[src/sv/pphd_pkg.sv]
`timescale 1ns / 1ps

package pphd_pkg;

  // Sensor converter width
  localparam int AdcBits = 10;

  // Magnitude of (sample - zero) * 100 * 2^16
  localparam int NumW = AdcBits + 7 + 16;
  localparam int CntW = $clog2(NumW);

  // Working width for saturation, term width for MAC, accumulator width
  localparam int WideW = 48;
  localparam int TermW = 33;
  localparam int AccW  = 68;

  // APB address width and register indexes
  localparam int PaddrW = 5;
  localparam logic [2:0] RegAdcZero  = 3'd0;
  localparam logic [2:0] RegAdcFull  = 3'd1;
  localparam logic [2:0] RegGainP    = 3'd2;
  localparam logic [2:0] RegGainI    = 3'd3;
  localparam logic [2:0] RegGainD    = 3'd4;
  localparam logic [2:0] RegIntLimit = 3'd5;

  typedef struct packed {
    logic [AdcBits-1:0] adc_zero;
    logic [AdcBits-1:0] adc_full;
    logic [31:0]        gain_p;
    logic [31:0]        gain_i;
    logic [31:0]        gain_d;
    logic [30:0]        int_limit;
  } cfg_t;

endpackage

[src/sv/pphd_cfg.sv]
`timescale 1ns / 1ps

module pphd_cfg import pphd_pkg::*; (
  input  logic              clk_i,
  input  logic              rst_ni,
  input  logic              psel,
  input  logic              penable,
  input  logic              pwrite,
  input  logic [PaddrW-1:0] paddr,
  input  logic [31:0]       pwdata,
  output logic [31:0]       prdata,
  output logic              pready,
  output cfg_t              cfg_o
);

  cfg_t       cfg_q;
  logic       wr_en;
  logic [2:0] reg_idx;

  assign pready  = 1'b1;
  assign wr_en   = psel & penable & pwrite;
  assign reg_idx = paddr[4:2];
  assign cfg_o   = cfg_q;

  // Register writes; unknown indexes are dropped
  always_ff @(posedge clk_i or negedge rst_ni) begin
    if (!rst_ni) begin
      cfg_q.adc_zero  <= AdcBits'(260);
      cfg_q.adc_full  <= AdcBits'(65);
      cfg_q.gain_p    <= 32'd2516582;
      cfg_q.gain_i    <= 32'd16777;
      cfg_q.gain_d    <= 32'd0;
      cfg_q.int_limit <= 31'd6553600;
    end else if (wr_en) begin
      unique case (reg_idx)
        RegAdcZero:  cfg_q.adc_zero  <= pwdata[AdcBits-1:0];
        RegAdcFull:  cfg_q.adc_full  <= pwdata[AdcBits-1:0];
        RegGainP:    cfg_q.gain_p    <= pwdata;
        RegGainI:    cfg_q.gain_i    <= pwdata;
        RegGainD:    cfg_q.gain_d    <= pwdata;
        RegIntLimit: cfg_q.int_limit <= pwdata[30:0];
        default: ;
      endcase
    end
  end

  // Read mux
  always_comb begin
    unique case (reg_idx)
      RegAdcZero:  prdata = 32'(cfg_q.adc_zero);
      RegAdcFull:  prdata = 32'(cfg_q.adc_full);
      RegGainP:    prdata = cfg_q.gain_p;
      RegGainI:    prdata = cfg_q.gain_i;
      RegGainD:    prdata = cfg_q.gain_d;
      RegIntLimit: prdata = {1'b0, cfg_q.int_limit};
      default:     prdata = 32'd0;
    endcase
  end

endmodule

[src/sv/pphd_div.sv]
`timescale 1ns / 1ps

// Restoring divider, one quotient bit per cycle
module pphd_div import pphd_pkg::*; (
  input  logic               clk_i,
  input  logic               rst_ni,
  input  logic               start_i,
  input  logic [NumW-1:0]    dividend_i,
  input  logic [AdcBits-1:0] divisor_i,
  output logic               done_o,
  output logic [NumW-1:0]    quotient_o
);

  logic [NumW-1:0]    quo_q, quo_d;
  logic [AdcBits-1:0] rem_q, rem_d;
  logic [AdcBits-1:0] dsr_q;
  logic [CntW-1:0]    cnt_q;
  logic               busy_q, done_q;
  logic [AdcBits:0]   rem_sh, rem_sub;
  logic               ge;

  // One shift/subtract step
  always_comb begin
    rem_sh  = {rem_q, quo_q[NumW-1]};
    rem_sub = rem_sh - {1'b0, dsr_q};
    ge      = rem_sh >= {1'b0, dsr_q};
    rem_d   = ge ? rem_sub[AdcBits-1:0] : rem_sh[AdcBits-1:0];
    quo_d   = {quo_q[NumW-2:0], ge};
  end

  always_ff @(posedge clk_i or negedge rst_ni) begin
    if (!rst_ni) begin
      busy_q <= 1'b0;
      done_q <= 1'b0;
      cnt_q  <= '0;
    end else begin
      done_q <= 1'b0;
      if (start_i) begin
        busy_q <= 1'b1;
        cnt_q  <= '0;
      end else if (busy_q) begin
        cnt_q <= cnt_q + 1'b1;
        if (cnt_q == CntW'(NumW - 1)) begin
          busy_q <= 1'b0;
          done_q <= 1'b1;
        end
      end
    end
  end

  // Datapath
  always_ff @(posedge clk_i) begin
    if (start_i) begin
      quo_q <= dividend_i;
      rem_q <= '0;
      dsr_q <= divisor_i;
    end else if (busy_q) begin
      quo_q <= quo_d;
      rem_q <= rem_d;
    end
  end

  assign done_o     = done_q;
  assign quotient_o = quo_q;

endmodule

[src/sv/pphd_mac.sv]
`timescale 1ns / 1ps

// Sign-magnitude MAC: three gain*term products through one 32x16 multiplier,
// three 16-bit chunks per term, product registered before accumulation.
module pphd_mac import pphd_pkg::*; (
  input  logic                    clk_i,
  input  logic                    rst_ni,
  input  logic                    start_i,
  input  logic [31:0]             gain_p_i,
  input  logic [31:0]             gain_i_i,
  input  logic [31:0]             gain_d_i,
  input  logic signed [TermW-1:0] term_p_i,
  input  logic signed [TermW-1:0] term_i_i,
  input  logic signed [TermW-1:0] term_d_i,
  output logic                    done_o,
  output logic signed [AccW-1:0]  acc_o
);

  logic [TermW-1:0]       mag_q [3];
  logic [2:0]             neg_q;
  logic [1:0]             term_q, chunk_q;
  logic                   issue_q, pvalid_q, done_q;
  logic [47:0]            prod_q;
  logic [1:0]             pchunk_q;
  logic                   pneg_q;
  logic signed [AccW-1:0] acc_q;

  logic [31:0]            gain_sel;
  logic [TermW-1:0]       mag_sel;
  logic [47:0]            mag_ext;
  logic [15:0]            chunk_sel;
  logic                   neg_sel;
  logic [AccW-1:0]        addend;

  // Operand selection
  always_comb begin
    unique case (term_q)
      2'd0: begin gain_sel = gain_p_i; mag_sel = mag_q[0]; neg_sel = neg_q[0]; end
      2'd1: begin gain_sel = gain_i_i; mag_sel = mag_q[1]; neg_sel = neg_q[1]; end
      2'd2: begin gain_sel = gain_d_i; mag_sel = mag_q[2]; neg_sel = neg_q[2]; end
      default: begin gain_sel = '0; mag_sel = '0; neg_sel = 1'b0; end
    endcase
    mag_ext = 48'(mag_sel);
    unique case (chunk_q)
      2'd0:    chunk_sel = mag_ext[15:0];
      2'd1:    chunk_sel = mag_ext[31:16];
      2'd2:    chunk_sel = mag_ext[47:32];
      default: chunk_sel = '0;
    endcase
  end

  // Registered product placed at its chunk position
  assign addend = AccW'(prod_q) << {pchunk_q, 4'd0};

  always_ff @(posedge clk_i or negedge rst_ni) begin
    if (!rst_ni) begin
      issue_q  <= 1'b0;
      pvalid_q <= 1'b0;
      done_q   <= 1'b0;
      term_q   <= '0;
      chunk_q  <= '0;
    end else begin
      done_q   <= pvalid_q & ~issue_q;
      pvalid_q <= issue_q;
      if (start_i) begin
        issue_q <= 1'b1;
        term_q  <= '0;
        chunk_q <= '0;
      end else if (issue_q) begin
        if (chunk_q == 2'd2) begin
          chunk_q <= '0;
          term_q  <= term_q + 1'b1;
          if (term_q == 2'd2) issue_q <= 1'b0;
        end else begin
          chunk_q <= chunk_q + 1'b1;
        end
      end
    end
  end

  // Datapath
  always_ff @(posedge clk_i) begin
    if (start_i) begin
      mag_q[0] <= term_p_i[TermW-1] ? TermW'(-term_p_i) : TermW'(term_p_i);
      mag_q[1] <= term_i_i[TermW-1] ? TermW'(-term_i_i) : TermW'(term_i_i);
      mag_q[2] <= term_d_i[TermW-1] ? TermW'(-term_d_i) : TermW'(term_d_i);
      neg_q    <= {term_d_i[TermW-1], term_i_i[TermW-1], term_p_i[TermW-1]};
      acc_q    <= '0;
    end else if (pvalid_q) begin
      acc_q <= pneg_q ? acc_q - $signed(addend) : acc_q + $signed(addend);
    end
    if (issue_q) begin
      prod_q   <= 48'(gain_sel) * 48'(chunk_sel);
      pchunk_q <= chunk_q;
      pneg_q   <= neg_sel;
    end
  end

  assign done_o = done_q;
  assign acc_o  = acc_q;

endmodule

[src/sv/position_pid_hbridge_drive_unit.sv]
`timescale 1ns / 1ps

// PID position loop driving an H-bridge.
// Input channel (in_valid_i/in_ready_o) takes one word: a target position in
// whole percent and a raw sensor sample. Output channel (out_valid_o/
// out_ready_i) returns one word per input: saturated Q16.16 drive, measured
// position in Q16.16, direction and the two bridge input levels.
// Calibration points, gains and the integral clamp sit on an APB port;
// write them only while the block is idle.
// Steps from the accepting edge to out_valid_o: a prep step, the bit-serial
// position divider (33 quotient steps and its done flag), 4 steps for
// position, error, integral clamp and multiplier start, then the 9 passes
// through the shared 32x16 multiplier, drain, done and output load. Equal
// calibration points skip the divider. One word is in work at a time;
// in_ready_o is high only while the sequencer is idle, so a new word is
// taken only after the previous one has passed its output load.
// The result sits in an output register, so the next word is accepted while
// the previous result waits; a stalled receiver holds the block at its last
// step until the slot frees up. Reset restores the default calibration and
// gains and clears the integral and the stored previous error.
module position_pid_hbridge_drive_unit import pphd_pkg::*; (
  input  logic                      clk_i,
  input  logic                      rst_ni,
  input  logic                      in_valid_i,
  output logic                      in_ready_o,
  input  logic signed [9:0]         target_position_i,
  input  logic [AdcBits-1:0]        adc_sample_i,
  output logic                      out_valid_o,
  input  logic                      out_ready_i,
  output logic signed [31:0]        drive_value_o,
  output logic signed [31:0]        measured_position_o,
  output logic                      direction_o,
  output logic                      bridge_in1_o,
  output logic                      bridge_in2_o,
  input  logic                      psel,
  input  logic                      penable,
  input  logic                      pwrite,
  input  logic [PaddrW-1:0]         paddr,
  input  logic [31:0]               pwdata,
  output logic [31:0]               prdata,
  output logic                      pready
);

  localparam logic [2:0] StIdle = 3'd0;
  localparam logic [2:0] StPrep = 3'd1;
  localparam logic [2:0] StDiv  = 3'd2;
  localparam logic [2:0] StPos  = 3'd3;
  localparam logic [2:0] StErr  = 3'd4;
  localparam logic [2:0] StInt  = 3'd5;
  localparam logic [2:0] StMacS = 3'd6;
  localparam logic [2:0] StMac  = 3'd7;

  cfg_t cfg;

  logic [2:0]               state_q, state_d;
  logic                     fin_q;
  logic signed [9:0]        tgt_q;
  logic [AdcBits-1:0]       smp_q;
  logic                     neg_q, zero_q;
  logic signed [31:0]       pos_q, err_q, integ_q, prev_q;
  logic signed [TermW-1:0]  deriv_q;
  logic                     out_valid_q;
  logic signed [31:0]       drive_q, meas_q;
  logic                     dir_q, in1_q, in2_q;

  logic signed [AdcBits:0]  diff, den;
  logic [AdcBits-1:0]       diff_mag, den_mag;
  logic [NumW-1:0]          num_mag, quo;
  logic                     div_start, div_done;
  logic                     mac_start, mac_done;
  logic signed [AccW-1:0]   acc;
  logic signed [WideW-1:0]  pos_w, err_w, int_w, lim_w;
  logic signed [TermW-1:0]  deriv_w;
  logic signed [AccW-1:0]   acc_sh;
  logic signed [31:0]       drive_w;
  logic                     out_free;

  function automatic logic signed [31:0] sat32w(input logic signed [WideW-1:0] v);
    logic signed [WideW-1:0] hi, lo;
    hi = WideW'(32'sh7FFF_FFFF);
    lo = -hi - WideW'(1);
    if (v > hi)      sat32w = 32'sh7FFF_FFFF;
    else if (v < lo) sat32w = 32'sh8000_0000;
    else             sat32w = v[31:0];
  endfunction

  pphd_cfg u_cfg (
    .clk_i   (clk_i),
    .rst_ni  (rst_ni),
    .psel    (psel),
    .penable (penable),
    .pwrite  (pwrite),
    .paddr   (paddr),
    .pwdata  (pwdata),
    .prdata  (prdata),
    .pready  (pready),
    .cfg_o   (cfg)
  );

  // Position mapping operands
  always_comb begin
    diff     = $signed({1'b0, smp_q}) - $signed({1'b0, cfg.adc_zero});
    den      = $signed({1'b0, cfg.adc_full}) - $signed({1'b0, cfg.adc_zero});
    diff_mag = diff[AdcBits] ? AdcBits'(-diff) : diff[AdcBits-1:0];
    den_mag  = den[AdcBits] ? AdcBits'(-den) : den[AdcBits-1:0];
    num_mag  = (NumW'(diff_mag) * NumW'(100)) << 16;
  end

  assign div_start = (state_q == StPrep) && (den != '0);
  assign mac_start = (state_q == StMacS);

  pphd_div u_div (
    .clk_i      (clk_i),
    .rst_ni     (rst_ni),
    .start_i    (div_start),
    .dividend_i (num_mag),
    .divisor_i  (den_mag),
    .done_o     (div_done),
    .quotient_o (quo)
  );

  pphd_mac u_mac (
    .clk_i    (clk_i),
    .rst_ni   (rst_ni),
    .start_i  (mac_start),
    .gain_p_i (cfg.gain_p),
    .gain_i_i (cfg.gain_i),
    .gain_d_i (cfg.gain_d),
    .term_p_i (TermW'(err_q)),
    .term_i_i (TermW'(integ_q)),
    .term_d_i (deriv_q),
    .done_o   (mac_done),
    .acc_o    (acc)
  );

  // Signed position, error, clamped integral, derivative
  always_comb begin
    pos_w   = zero_q ? '0 : (neg_q ? -WideW'(quo) : WideW'(quo));
    err_w   = (WideW'(tgt_q) <<< 16) - WideW'(pos_q);
    lim_w   = WideW'(cfg.int_limit);
    int_w   = WideW'(integ_q) + WideW'(err_q);
    if (int_w > lim_w)       int_w = lim_w;
    else if (int_w < -lim_w) int_w = -lim_w;
    deriv_w = TermW'(err_q) - TermW'(prev_q);
    acc_sh  = acc >>> 24;
    drive_w = sat32w(WideW'(acc_sh));
  end

  assign out_free = ~out_valid_q | out_ready_i;

  // Sequencer
  always_comb begin
    state_d = state_q;
    unique case (state_q)
      StIdle: if (in_valid_i) state_d = StPrep;
      StPrep: state_d = (den != '0) ? StDiv : StPos;
      StDiv:  if (div_done) state_d = StPos;
      StPos:  state_d = StErr;
      StErr:  state_d = StInt;
      StInt:  state_d = StMacS;
      StMacS: state_d = StMac;
      StMac:  if (fin_q && out_free) state_d = StIdle;
      default: state_d = StIdle;
    endcase
  end

  always_ff @(posedge clk_i or negedge rst_ni) begin
    if (!rst_ni) begin
      state_q     <= StIdle;
      fin_q       <= 1'b0;
      out_valid_q <= 1'b0;
      integ_q     <= '0;
      prev_q      <= '0;
    end else begin
      state_q <= state_d;
      if (mac_start)                     fin_q <= 1'b0;
      else if (mac_done)                 fin_q <= 1'b1;
      if (state_q == StInt) begin
        integ_q <= int_w[31:0];
        prev_q  <= err_q;
      end
      if (state_q == StMac && fin_q && out_free) out_valid_q <= 1'b1;
      else if (out_ready_i)                      out_valid_q <= 1'b0;
    end
  end

  // Datapath registers
  always_ff @(posedge clk_i) begin
    if (in_valid_i && state_q == StIdle) begin
      tgt_q <= target_position_i;
      smp_q <= adc_sample_i;
    end
    if (state_q == StPrep) begin
      zero_q <= (den == '0);
      neg_q  <= diff[AdcBits] ^ den[AdcBits];
    end
    if (state_q == StPos) pos_q <= sat32w(pos_w);
    if (state_q == StErr) err_q <= sat32w(err_w);
    if (state_q == StInt) deriv_q <= deriv_w;
    if (state_q == StMac && fin_q && out_free) begin
      drive_q <= drive_w;
      meas_q  <= pos_q;
      dir_q   <= ~drive_w[31];
      if (drive_w > -32'sd65536 && drive_w < 32'sd65536) begin
        in1_q <= 1'b1;
        in2_q <= 1'b1;
      end else begin
        in1_q <= ~drive_w[31];
        in2_q <= drive_w[31];
      end
    end
  end

  assign in_ready_o          = (state_q == StIdle);
  assign out_valid_o         = out_valid_q;
  assign drive_value_o       = drive_q;
  assign measured_position_o = meas_q;
  assign direction_o         = dir_q;
  assign bridge_in1_o        = in1_q;
  assign bridge_in2_o        = in2_q;

endmodule
[config.mk]
export PLATFORM = sky130hd
export DESIGN_NAME = position_pid_hbridge_drive_unit
export DESIGN_NICKNAME = d
export VERILOG_FILES = /design/src/sv/pphd_pkg.sv /design/src/sv/pphd_cfg.sv /design/src/sv/pphd_div.sv /design/src/sv/pphd_mac.sv /design/src/sv/position_pid_hbridge_drive_unit.sv
export SDC_FILE = /design/constraint.sdc
export NUM_CORES = 2
export LEC_CHECK = 0
export BUFFER_PORTS_ARGS = -buffer_cell sky130_fd_sc_hd__buf_2
export CORE_MARGIN = 2
export CORE_UTILIZATION = 45
export CTS_BUF_LIST = sky130_fd_sc_hd__clkbuf_4 sky130_fd_sc_hd__clkbuf_8
export CTS_CLUSTER_DIAMETER = 50
export DETAILED_ROUTE_END_ITERATION = 8
export HOLD_SLACK_MARGIN = 0.06
export PLACE_DENSITY = 0.63
export SETUP_SLACK_MARGIN = 0.5
export SLEW_MARGIN = 10
export SYNTH_ARGS = -nofsm -noshare
export SYNTH_HDL_FRONTEND = slang
export SYNTH_HIERARCHICAL = 1
export SYNTH_SLANG_ARGS = --single-unit
[constraint.sdc]
create_clock -name clk_i -period 7.4 [get_ports clk_i]
set_clock_uncertainty 0.05 [all_clocks]
set_input_delay 1.48 -clock clk_i [delete_from_list [all_inputs] [get_ports clk_i]]
set_output_delay 1.48 -clock clk_i [all_outputs]
set_load 0.01 [all_outputs]
# Yosys cells after proc, flatten, opt, wreduce, memory -nomap -nowiden
# Memories as Yosys holds them, arrays and structs flattened.
# Index checks and enable logic that the tools add are counted.
dict set report word_totals {
  reg_bits 592
  latchBits 0
  mem_bits_rw 99
  romBits 0
  in_bits 64
  memories 1
}
dict set report op_classes {
  addsub 18
  multipliers 2
  div_mod_pow 0
  magnitude_cmp 11
  eq_ne 20
  shifts 1
  muxes 51
  bitwise 8
  reduce_logical 25
}
# memory words width rd rd_ports_with_merged_regs write_ports line_no
set mem_list {}
lappend mem_list {u_mac.mag_q 3 33 3 0 3 pphd_mac.sv:19} ;# logic [TermW-1:0] mag_q [3];
# operator count
set ops {}
lappend ops {{32-bit 2-to-1 mux} 6}
lappend ops {{32-bit one-hot mux with 6 select lines} 1}
lappend ops {{33-bit 2-to-1 mux} 5}
lappend ops {{33-bit one-hot mux with 3 select lines} 1}
lappend ops {{48-bit 2-to-1 mux} 2}
lappend ops {{32-bit one-hot mux with 3 select lines} 1}
lappend ops {{68-bit adder} 1}
lappend ops {{68-bit 2-to-1 mux} 1}
lappend ops {{48-bit by 6-bit left shift with 68-bit output} 1}
lappend ops {{68-bit subtractor} 1}
lappend ops {{32-bit negation with 33-bit output} 2}
lappend ops {{48-bit by 32-bit > comparator with 1-bit output, second input constant} 1}
lappend ops {{33-bit by 48-bit less-than comparator with 1-bit output} 1}
lappend ops {{48-bit by 32-bit less-than comparator with 1-bit output, second input constant} 1}
lappend ops {{32-bit by 16-bit multiplier with 48-bit output} 1}
lappend ops {{31-bit negation with 48-bit output} 1}
lappend ops {{33-bit negation with 48-bit output} 1}
lappend ops {{16-bit one-hot mux with 3 select lines} 1}
lappend ops {{44-bit by 32-bit > comparator with 1-bit output, second input constant} 1}
lappend ops {{44-bit by 32-bit less-than comparator with 1-bit output, second input constant} 1}
lappend ops {{32-bit by 32-bit adder with 33-bit output} 1}
lappend ops {{33-bit by 32-bit > comparator with 1-bit output} 1}
lappend ops {{33-bit by 32-bit > comparator with 1-bit output, second input constant} 1}
lappend ops {{33-bit by 32-bit less-than comparator with 1-bit output, second input constant} 1}
lappend ops {{other kinds (39)} 101}

# Longest topological paths before layout
dict set report depth {
  depth_word 5
  mapped_depth 32
  ltp_nobuf 31
}

# Cells and area by module
# Netlist, hierarchy kept.
# mod n_inst cells_each area_each_um2
set by_module_without_submodules {}
lappend by_module_without_submodules {pphd_mac 1 3760 32646.3}
lappend by_module_without_submodules {position_pid_hbridge_drive_unit 1 1964 18801.8}
lappend by_module_without_submodules {pphd_cfg 1 459 6759.0}
lappend by_module_without_submodules {pphd_div 1 254 3120.5}

# Least setup slack after synthesis
# OpenSTA, ideal clock, no wires.
dict set report synth_path {
  path_type {register to register}
  from {register u_mac.term_q[1]}
  to {register u_mac.prod_q[44] (data pin)}
  t_arrival_ps 7869
  required_ps 7086
  path_slack_ps -783
  path_stages_with_launch 30
  path_cell_list {dfrtp_1 -> inv_1 -> ha_1 -> clkbuf_1 -> clkbuf_1 -> a222oi_1 -> o22a_1 -> clkbuf_1 -> nor2_1 -> fa_1 -> inv_1 -> fa_1 -> fa_1 -> fa_1 -> inv_1 -> fa_1 -> inv_1 -> fa_1 -> inv_1 -> ha_1 -> and3_1 -> a221oi_1 -> nor2_1 -> o311ai_0 -> a211oi_1 -> nor4_1 -> o31ai_1 -> and2_1 -> a221oi_1 -> xnor2_1}
}
dict set report synth_between {
  elab_chain_cells 4
  word_cells_on_any_way 7
}
# element line_no
set synth_rtl {}
lappend synth_rtl {{start, declared} pphd_mac.sv:21} ;# logic [1:0] term_q, chunk_q;
lappend synth_rtl {{start signal, assigned} pphd_mac.sv:72} ;# term_q <= term_q + 1'b1;
lappend synth_rtl {{2-bit == test (tied with other cells)} pphd_mac.sv:37} ;# unique case (term_q)
lappend synth_rtl {{33-bit one-hot mux with 3 select lines} pphd_mac.sv:37}
lappend synth_rtl {{16-bit one-hot mux with 3 select lines} pphd_mac.sv:44} ;# unique case (chunk_q)
lappend synth_rtl {{32-bit by 16-bit multiplier with 48-bit output (*)} pphd_mac.sv:93} ;# prod_q <= 48'(gain_sel) * 48'(chunk_sel);
lappend synth_rtl {{end signal, assigned} pphd_mac.sv:93}
lappend synth_rtl {{end, declared} pphd_mac.sv:23} ;# logic [47:0] prod_q;
# Every way passes the cells marked *; elsewhere a longest branch is shown, timed or not.
# A chain may end at the register's enable or synchronous reset.

# Worst setup path after layout
dict set report layout_path {
  from {register u_mac.term_q[1]}
  to {register u_mac.prod_q[29] (data pin)}
}
# Same word-level chain as after synthesis.

==> impl_summary.log <==
INFO  metric placed_cell_area = between 0.06 and 0.07 mm²
INFO  metric pin_count = between 150 and 200
INFO  metric critical_path_required = just under 8 ns
INFO  metric fp.dieW = 373 µm
INFO  metric report.final.slew_viol_count = 0
INFO  metric ctsHtreeMaxLevel = 4
INFO  metric grt_first_pass_wirelength = 285000 µm
INFO  metric r2r_slack = -0.45 ns
INFO  metric hold_depth = 0
INFO  metric post_synth.cell_area_avg = roughly 9.5 µm²
INFO  metric postRouteAntennaNets = 0
INFO  metric fillerInstances = 12200
INFO  metric post-route-period-util = 1.06
INFO  metric finalInstanceArea = 0.0717 mm²
INFO  metric totalNegativeSetupSlack = -6.22 ns
INFO  metric violated_checks = setup timing
INFO  metric final_net_count = between 7000 and 8000
INFO  metric worst_setup_start_kind = register
INFO  metric r2r_end = u_mac/prod_q[29]
INFO  metric worstMarginPinSlew = approximately 1.2 ns
INFO  metric floorplan.initialDensity = 0.453
INFO  metric via_per_inst = ~5.7
INFO  metric grt_max_degree = about 120
INFO  metric worst-path-stages = 30
INFO  metric place_hpwl = 141000 µm
INFO  metric synth_ff_type = edfxtp_1
INFO  metric multiInputGateArea = 0.0397 mm²
INFO  metric finalWorstSetupSlack = -0.454 ns
INFO  metric grt-ovfl-total = 0
INFO  metric max_cap_violations = 0
INFO  metric routed_wirelength = roughly 180000 µm
INFO  metric final_util = 0.530
INFO  metric layout_commonest_cell = inv_1
INFO  metric synth_sequential_area_ratio = 0.307
INFO  metric cts.sink_count = around 690
INFO  metric synth_enable_flop_cells = roughly 380
INFO  metric hold_buf_cts = 0
INFO  metric ys_seq_elements = a little under 700
INFO  metric rr_worst_depth = 30
INFO  metric holdCritPathClass = reg -> reg
INFO  metric post-route-drc-count = 0
INFO  metric die-area = ~0.14 mm²
INFO  metric grt_pass1_vias = 50300
INFO  metric hold-worst-slack = 0.394 ns
INFO  metric area.sequential = ~0.019 mm²
INFO  metric worst_setup_end_kind = register
INFO  metric clk_pin_slew = roughly 0.060 ns
INFO  metric drt_pass1_iterations = 8
INFO  metric crit_path_largest_cell_delay = ~0.57 ns
INFO  metric post_synth_num_cell_types = around 110
INFO  metric hold_path_startpoint = u_mac/issue_q
INFO  metric area_growth_syn_to_layout = 16.9%
INFO  metric clock_insertion_delay_worst_skew = about 0.84 ns
INFO  metric crit_path_buf_inv_count = 9
INFO  metric netlist_area = between 0.06 and 0.07 mm²
INFO  metric die-height = between 300 and 400 µm
INFO  metric portBuffers = 162
INFO  metric clock-root-buffer = clkbuf_8
INFO  metric wl_per_cell = about 21 µm
INFO  metric core_area = 0.135 mm²
INFO  metric total_number_of_placement_rows = about 140
INFO  metric async_flop_share = 0.334
INFO  metric cts-buffers-inserted = 134
INFO  metric final_report_setup_violation_count = 27
INFO  metric final_critical_path_time_including_i_o_delays_and_setup = slightly below 8 ns
INFO  metric most-common-layout-cells = inv_1 (654), nand2_1 (633), nor2_1 (502), buf_4 (431), fa_1 (415)
INFO  metric drive_above_1_share = 0.200
INFO  metric crit_path_kind = reg -> reg
INFO  metric route.vias.total = 50000
INFO  metric reg2reg_from = u_mac/term_q[1]
INFO  metric max_fo_critical_path = 10
INFO  metric rsz0062_at_grt = yes
INFO  metric cts_tree = done
INFO  metric clock_path_buffers = 3
INFO  metric first_iter_violations = 3933
INFO  metric crit_arrival = 8.42 ns
INFO  metric critical_path.slowest_cell = fa_2
INFO  metric max_slew_margin = 0.188
INFO  metric status = finished, violations left
INFO  metric place_congestion = a little under 1
INFO  metric antenna_found_initial = 4
INFO  metric groute.usage.overall = 0.259
INFO  metric report.final.hold_viol_count = 0
INFO  metric holdPathEnd = u_mac/pvalid_q
INFO  metric path_delay_family = adder cells
INFO  metric instance_count_of_the_mapped_netlist = about 6400
INFO  metric timing.fmax = ~0.13 GHz
INFO  metric synth.yosys.warnings = 6
==> worst register-to-register path, delay by kind of cell, from the launching register on <==
kind / cells / cell delay (ns)
buf+inv: 9 / 1.02
flops: 1 / 0.39
simple gates: 4 / 0.47
xor+xnor: 1 / 0.30
fa+ha+maj: 8 / 3.49
compound gates: 8 / 1.91
==> what timing repair did <==
| item | 4_1_cts | 5_1_grt |
|---|---|---|
| cloned | 5 | 1 |
| buffers inserted | 47 | 14 |
| gates resized for setup | 116 | 84 |
| endpoints found under the setup margin | 34 | 72 |
| pin swaps | 68 | 54 |
==> per-layer routing <==
| layer | GRT usage | up-vias | part of all wire |
|---|---|---|---|
| met5 | 0 | - | 0.000077 |
| met4 | 0.102 | 2 | 0.039 |
| met3 | 0.0362 | 364 | 0.057 |
| met2 | 0.442 | 1546 | 0.49 |
| met1 | 0.331 | 24600 | 0.41 |
| li1 | - | 23500 | - |
==> registers in the layout (all words and copies together), names as in the netlist, 6 cells and up <==
register / count
u_cfg/cfg_o: 147
u_mac/mag_q: 99
u_mac/acc_o: 68
u_mac/prod_q: 48
deriv_q: 33
u_div/quotient_o: 33
drive_value_o: 32
err_q: 32
integ_q: 32
measured_position_o: 32
pos_q: 32
prev_q: 32
smp_q: 10
tgt_q: 10
u_div/dsr_q: 10
u_div/rem_q: 10
u_div/cnt_q: 6
==> Yosys cell counts, types with 63 or more instances <==
cell type	number	area, µm²
fa_1	429	8590
mux2_2	195	2200
a21o_1	140	1050
xor2_1	127	1110
mux2i_1	124	1240
nand4_1	70	438
nand2_1	636	2390
o31ai_1	63	473
nor2_1	539	2020
dfrtp_1	208	5200
clkbuf_1	244	916
nor3_1	106	531
ha_1	415	5190
edfxtp_1	382	11500
dfxtp_1	78	1560
o21ai_0	260	1300
xnor2_1	303	2650
a21oi_1	291	1460
a222oi_1	66	661
inv_1	676	2540
==> cells by family after synthesis <==
| kind of cell | Yosys count | share of synthesized area |
|---|---|---|
| adder cells (fa/ha/maj) | 851 | 0.226 |
| XOR/XNOR | 430 | 0.0614 |
| multiplexers | 327 | 0.0575 |
| other | 2 | 0.000122 |
| AO/OA/AOI/OAI | 1322 | 0.145 |
| AND/OR/NAND/NOR | 1819 | 0.139 |
| buffers and inverters | 995 | 0.0638 |
| flip-flops | 691 | 0.307 |
==> worst max-delay path by stage <==
stage / start / end
after floorplan: u_mac/term_q[0] / u_mac/prod_q[44]
after global placement: u_mac/term_q[1] / u_mac/prod_q[44]
after detailed placement: u_mac/term_q[1] / u_mac/prod_q[44]
after CTS: u_mac/term_q[1] / u_mac/prod_q[44]
after global routing: u_mac/term_q[1] / u_mac/prod_q[44]
final: u_mac/term_q[1] / u_mac/prod_q[29]
==> per-stage QoR <==
step | setup WS, ns | instances
after global placement | -0.709 | 8519
after global routing | -0.675 | 8836
after detailed placement | -0.784 | 8519
after CTS | -0.557 | 8818
final | -0.454 | 8838
after floorplan | 0.144 | 6454
==> cell type report <==
| class | instances | share of cell area |
|---|---|---|
| Clock inverter | 47 | 0.00708 |
| Tap cell | 1781 | 0.0311 |
| Multi-Input combinational cell | 4768 | 0.553 |
| Sequential cell | 691 | 0.263 |
| Antenna cell | 5 | 0.000174 |
| Inverter | 679 | 0.0356 |
| Timing Repair Buffer | 667 | 0.0769 |
| Clock buffer | 200 | 0.0334 |
Power is not shown: default switching activity piles up to over one toggle a cycle in this logic, so the estimate is an artifact.
